`config.mk`:
```
export PLATFORM = sky130hd
export DESIGN_NAME = fpec_ctrl
export DESIGN_NICKNAME = d
export VERILOG_FILES = /design/src/design/fpec_pkg.sv /design/src/design/fpec_ctrl.sv
export SDC_FILE = /design/constraint.sdc
export NUM_CORES = 1
export LEC_CHECK = 0
export BUFFER_PORTS_ARGS = -buffer_cell sky130_fd_sc_hd__buf_2
export CORE_MARGIN = 10
export CORE_UTILIZATION = 40
export DETAILED_ROUTE_END_ITERATION = 8
export PLACE_DENSITY = 0.66
export SLEW_MARGIN = 20
export SYNTH_ARGS = -nofsm -noshare
export SYNTH_HDL_FRONTEND = slang
export SYNTH_SLANG_ARGS = --single-unit
```
`constraint.sdc`:
```
create_clock -name clk -period 2.78 [get_ports clk]
set_input_delay 0.417 -clock clk [delete_from_list [all_inputs] [get_ports clk]]
set_output_delay 0.417 -clock clk [all_outputs]
set_load 0.01 [all_outputs]
```
`src/design/fpec_pkg.sv`:
```
// shared constants, command codes and controller/datapath interface structs
// for the flash program/erase controller; no dependencies
package fpec_pkg;

  localparam int MAIN_BYTES_DEF   = 1024;
  localparam int MAIN_SEGMENT_DEF = 512;
  localparam int INFO_BYTES_DEF   = 256;
  localparam int INFO_SEGMENT_DEF = 128;

  localparam int CMD_W  = 2;
  localparam int OFF_W  = 10;
  localparam int DATA_W = 16;
  localparam int SIZE_W = 2;
  localparam int BYTE_W = 8;
  localparam int EXT_W  = 17;

  typedef enum logic [CMD_W-1:0] {
    CMD_REG_WR = 2'd0,
    CMD_REG_RD = 2'd1,
    CMD_MEM_WR = 2'd2,
    CMD_MEM_RD = 2'd3
  } cmd_t;

  typedef enum logic [1:0] {
    ERASE_NONE = 2'd0,
    ERASE_SEG  = 2'd1,
    ERASE_MAIN = 2'd2,
    ERASE_ALL  = 2'd3
  } erase_t;

  localparam logic [OFF_W-2:0]  REG_CTL1 = (OFF_W-1)'(0);
  localparam logic [OFF_W-2:0]  REG_CTL2 = (OFF_W-1)'(1);
  localparam logic [OFF_W-2:0]  REG_CTL3 = (OFF_W-1)'(2);

  localparam logic [SIZE_W-1:0] SIZE_ONE = SIZE_W'(1);
  localparam logic [SIZE_W-1:0] SIZE_TWO = SIZE_W'(2);

  localparam logic [DATA_W-1:0] CTL1_MASK  = 16'hFFC6;
  localparam logic [DATA_W-1:0] CTL2_MASK  = 16'hFFFF;
  localparam logic [DATA_W-1:0] CTL3_MASK  = 16'hFF37;
  localparam logic [DATA_W-1:0] CTL1_RESET = 16'h9600;
  localparam logic [DATA_W-1:0] CTL2_RESET = 16'h9642;
  localparam logic [DATA_W-1:0] CTL3_RESET = 16'h9618;
  localparam int                LOCK_POS   = 4;
  localparam logic [BYTE_W-1:0] ERASED_BYTE = 8'hFF;

  typedef struct packed {
    logic latch;
    logic seek_init;
    logic seek_step;
    logic sweep_seg_init;
    logic sweep_all_init;
    logic sweep_step;
    logic seg_wr;
    logic all_wr;
    logic rd0;
    logic proc0;
    logic proc1;
    logic finish;
  } dp_cmd_t;

  typedef struct packed {
    cmd_t   cmd;
    logic   lock;
    erase_t erase;
    logic   prog;
    logic   off_ok;
    logic   two;
    logic   seek_more;
    logic   seg_last;
    logic   all_last;
    logic   out_free;
  } dp_stat_t;

endpackage

```
`src/design/fpec_ctrl.sv`:
```
// controller state machine: sequences register access, byte read and
// program, segment search and erase sweeps; uses fpec_pkg
module fpec_ctrl
  import fpec_pkg::*;
(
  input  logic     clk,
  input  logic     rst_n,
  input  logic     in_valid,
  output logic     in_ready,
  input  dp_stat_t stat,
  output dp_cmd_t  dcmd
);

  typedef enum logic [9:0] {
    S_IDLE = 10'b00_0000_0001,
    S_INIT = 10'b00_0000_0010,
    S_DISP = 10'b00_0000_0100,
    S_RD   = 10'b00_0000_1000,
    S_B0   = 10'b00_0001_0000,
    S_B1   = 10'b00_0010_0000,
    S_SEEK = 10'b00_0100_0000,
    S_SEG  = 10'b00_1000_0000,
    S_ALL  = 10'b01_0000_0000,
    S_DONE = 10'b10_0000_0000
  } state_t;

  state_t state_r, state_nxt;

  always_comb begin
    state_nxt = state_r;
    dcmd      = '0;
    case (state_r)
      S_INIT: begin
        dcmd.all_wr     = 1'b1;
        dcmd.sweep_step = 1'b1;
        if (stat.all_last) begin
          state_nxt = S_IDLE;
        end
      end
      S_IDLE: begin
        if (in_valid) begin
          dcmd.latch = 1'b1;
          state_nxt  = S_DISP;
        end
      end
      S_DISP: begin
        case (stat.cmd)
          CMD_MEM_RD: state_nxt = S_RD;
          CMD_MEM_WR: begin
            if (stat.lock) begin
              state_nxt = S_DONE;
            end else begin
              case (stat.erase)
                ERASE_SEG: begin
                  if (stat.off_ok) begin
                    dcmd.seek_init = 1'b1;
                    state_nxt      = S_SEEK;
                  end else begin
                    state_nxt = S_DONE;
                  end
                end
                ERASE_MAIN, ERASE_ALL: begin
                  dcmd.sweep_all_init = 1'b1;
                  state_nxt           = S_ALL;
                end
                default: state_nxt = stat.prog ? S_RD : S_DONE;
              endcase
            end
          end
          default: state_nxt = S_DONE;
        endcase
      end
      S_RD: begin
        dcmd.rd0  = 1'b1;
        state_nxt = S_B0;
      end
      S_B0: begin
        dcmd.proc0 = 1'b1;
        state_nxt  = stat.two ? S_B1 : S_DONE;
      end
      S_B1: begin
        dcmd.proc1 = 1'b1;
        state_nxt  = S_DONE;
      end
      S_SEEK: begin
        if (stat.seek_more) begin
          dcmd.seek_step = 1'b1;
        end else begin
          dcmd.sweep_seg_init = 1'b1;
          state_nxt           = S_SEG;
        end
      end
      S_SEG: begin
        dcmd.seg_wr     = 1'b1;
        dcmd.sweep_step = 1'b1;
        if (stat.seg_last) begin
          state_nxt = S_DONE;
        end
      end
      S_ALL: begin
        dcmd.all_wr     = 1'b1;
        dcmd.sweep_step = 1'b1;
        if (stat.all_last) begin
          state_nxt = S_DONE;
        end
      end
      S_DONE: begin
        if (stat.out_free) begin
          dcmd.finish = 1'b1;
          state_nxt   = S_IDLE;
        end
      end
      default: state_nxt = S_IDLE;
    endcase
  end

  always_ff @(posedge clk) begin
    if (!rst_n) begin
      state_r <= S_INIT;
    end else begin
      state_r <= state_nxt;
    end
  end

  assign in_ready = (state_r == S_IDLE);

endmodule
```
==> summary.txt <==
STA
  • Fin crit share: between 80% and 90%
  • Worst Skew: around 0.0058 ns
  • Final Hold Viols: 0
  • Slew margin rel.: a little under three quarters
  • Unrepaired setup endpoints after global routing: no
  • Fin Setup TNS: 0 ns
  • Worst Max-Slew Pin Slew: around 0.42 ns
  • Period minus WS final: 2.275 ns
  • Fin. max-slew vios: 0
  • Achievable clock frequency: about 440 MHz
  • Worst hold margin: roughly 0.38 ns
  • Final setup fails: 0

Synth
  • Synth Instances: 94
  • Dominant synthesized flop cell: dfxtp_1
  • Synth top area share: between 20% and 30%
  • Synth area leader: dfxtp_1
  • Fraction of registers with async set/reset: 0%
  • Synth area leaders: dfxtp_1 (25%), nor2_1 (4.8%), nor4_1 (4.8%), o21a_1 (4.8%), inv_1 (3.3%)
  • Netlist area before placement: around 800 um^2
  • Post-Syn Nets: approximately 110
  • Avg Inst Size Synth: 8.372 um^2
  • Most instantiated cells after synthesis: dfxtp_1 (10), nor2_1 (10), inv_1 (7)
  • YS warnings: 0
  • Post-synthesis sequential area ratio: between 20% and 30%
  • Flops & latches, synth: 10
  • Post-synth EDFFs: 0
  • Library cells used by synthesis: 40

Finish
  • Syn-to-layout area delta: 20.03%
  • Cell area after layout: roughly 940 um^2
  • Antenna Cells: 0
  • Final net count: between 100 and 150
  • Share of post-route cells with drive strength above 1: between 30 and 40%
  • Max FFs per register: 10
  • Largest registers: state_r x10
  • Top reg by flops: state_r

Floorplanning
  • Chip width: about 64 um
  • Core area: between 1500 and 2000 um^2
  • Die ar.: slightly above 4000 um^2
  • Num rows: 15
  • Die Span Y: around 64 um
  • Io pins: 28
  • Starting Density: about 44%

GRT
  • Gr ovfl total: 0
  • Largest net degree at the start of global routing: 14
  • Met2 usage: ~16%
  • First-pass GRT wire length: 3546 um
  • Initial antenna violation count: 0
  • Met1 Resource Use GR: 13.09%
  • GR Layer Usage met3: under 10%
  • Vias in the first global route: approximately 800
  • GR peak layer: met2
  • Total GRT Usage: between 10% and 20%

Pwr
  • Clk pwr share: roughly 36%
  • Pint: roughly 0.00026 W
  • Peak supply drop: between 0.2 and 0.25 mV
  • NetSw: 0.0001057 W
  • Sw frac: 28.84%
  • Cell leakage power: around 0.45 nW
  • Logic pwr share: about a fifth
  • Pwr per Cell Area: slightly below 400 nW/um^2
  • Sequential Power Share: about 43%

Placement
  • Final GP Congestion: around 0.86
  • Placed cell area: 908.4 um^2
  • Post-DP HPWL: approximately 1700 um
  • Buffers on Ports: 27

Critical path
  • Critical path required time: 2.36 ns
  • Crit path largest cell delay: slightly above 0.4 ns
  • Critical path class: flip-flop to output port
  • CP Max Fanout: 6
  • Crit path capture type: output port
  • Startpoint types: flip-flop
  • Cell Chain, Critical Path: nor4_4 -> nand4_2 -> nor3_1 -> and4b_1 -> buf_2
  • WP data arrival: about 1.9 ns
  • CP max-delay cell: nor4_4

CTS
  • Postcts setup bufs: 0
  • Clock transition at path regs: about 0.070 ns
  • CTS Buffer Depth: 2
  • Clk Latency, worst-skew pair: 0.27 ns
  • CTS buffer count: 3
  • CTS hold repair buffers: 0
  • Count of clock tree sinks: 10
  • Post-CTS Resized: 0
  • CTS Root Cell: clkbuf_4
  • H-tree levels: 1
  • CTS tree: yes

Detailed routing
  • Drt first pass iters: 4
  • DRC Markers: 0
  • WL final: around 2100 um
  • Avg WL per Cell: 14.77 um
  • Drt via density: about 5.6
  • Post-DRT Antenna Nets: 0
  • DR iter-0 viols: 20
  • Total number of vias: just over 800

Hold path
  • Worst hold-check path type: input port to flip-flop

Outcome
  • Status: finished clean

Flow run
  • Max cap viols: 0
-- layout make-up --
class / instances / area (um^2)
clock buffers: 4 / 36.28
fillers: 206 / 857.1
inverters: 7 / 26.28
multi-input cells: 72 / 515.5
flip-flops and latches: 10 / 200.2
well taps: 25 / 31.28
repair buffers: 27 / 135.1
-- power by group through the flow --
stage / logic, W / registers (W) / clock network (W)
2_1_floorplan: 0.0000538 / 0.000155 / 0
3_3_place_gp: 0.0000740 / 0.000161 / 0
3_5_place_dp: 0.0000756 / 0.000161 / 0
4_1_cts: 0.0000760 / 0.000158 / 0.000133
5_1_grt: 0.0000851 / 0.000159 / 0.000139
6_report: 0.0000755 / 0.000158 / 0.000133
-- per-stage QoR --
stage	worst slack (ns)	util (%)	instances	total power, W
3_3_place_gp	0.8505	50.42	141	0.0002351
4_1_cts	0.4902	52.43	145	0.0003666
6_report	0.5053	52.43	145	0.0003667
3_5_place_dp	0.7996	50.42	141	0.0002370
5_1_grt	0.3885	52.43	145	0.0003834
2_1_floorplan	0.9847	-	94	0.0002086
-- worst max-delay path: cells and delay by family, from the launching register on --
family                 cells  cell delay, ns
buffers and inverters      1            0.14
DFF                        1            0.39
and+or+nand+nor            4            1.06
-- logic make-up after synthesis --
family                    count (synthesis)  synth area share (%)
DFF                                      10                 25.44
xor gates and xnor gates                  4                 4.452
AOI/OAI and AO/OA                        18                 17.33
and+or+nand+nor                          50                 43.72
buffers and inverters                    12                 9.061
-- path summary, 6_finish.rpt --
path / from / end / slack (ns) / depth (start not counted)
max: state_r[8] / dcmd[10] / 0.51 / 5
min: rst_n / state_r[1] / 0.38 / 2
max reg2reg: state_r[6] / state_r[3] / 0.84 / 5
min reg2reg: state_r[1] / state_r[1] / 0.61 / 2
-- layout by cell type, fill, tap and decap left out, types with 3 or more instances in the layout --
master and count:
dfxtp_1 10, nand2_1 4, nor4_1 6, o21a_1 5, nor2_1 10, nor3_1 5, buf_2 27, o21ai_0 4
clkbuf_4 3, nand4b_1 3, inv_1 7
-- metal layers --
metal / share of wire, % / vias to the layer above
li1: - / 401
met1: 46 / 380
met2: 46 / 27
met3: 6.5 / 5
met4: 1.3 / 0
met5: 0 / -
(Power assumes the default switching activity.)
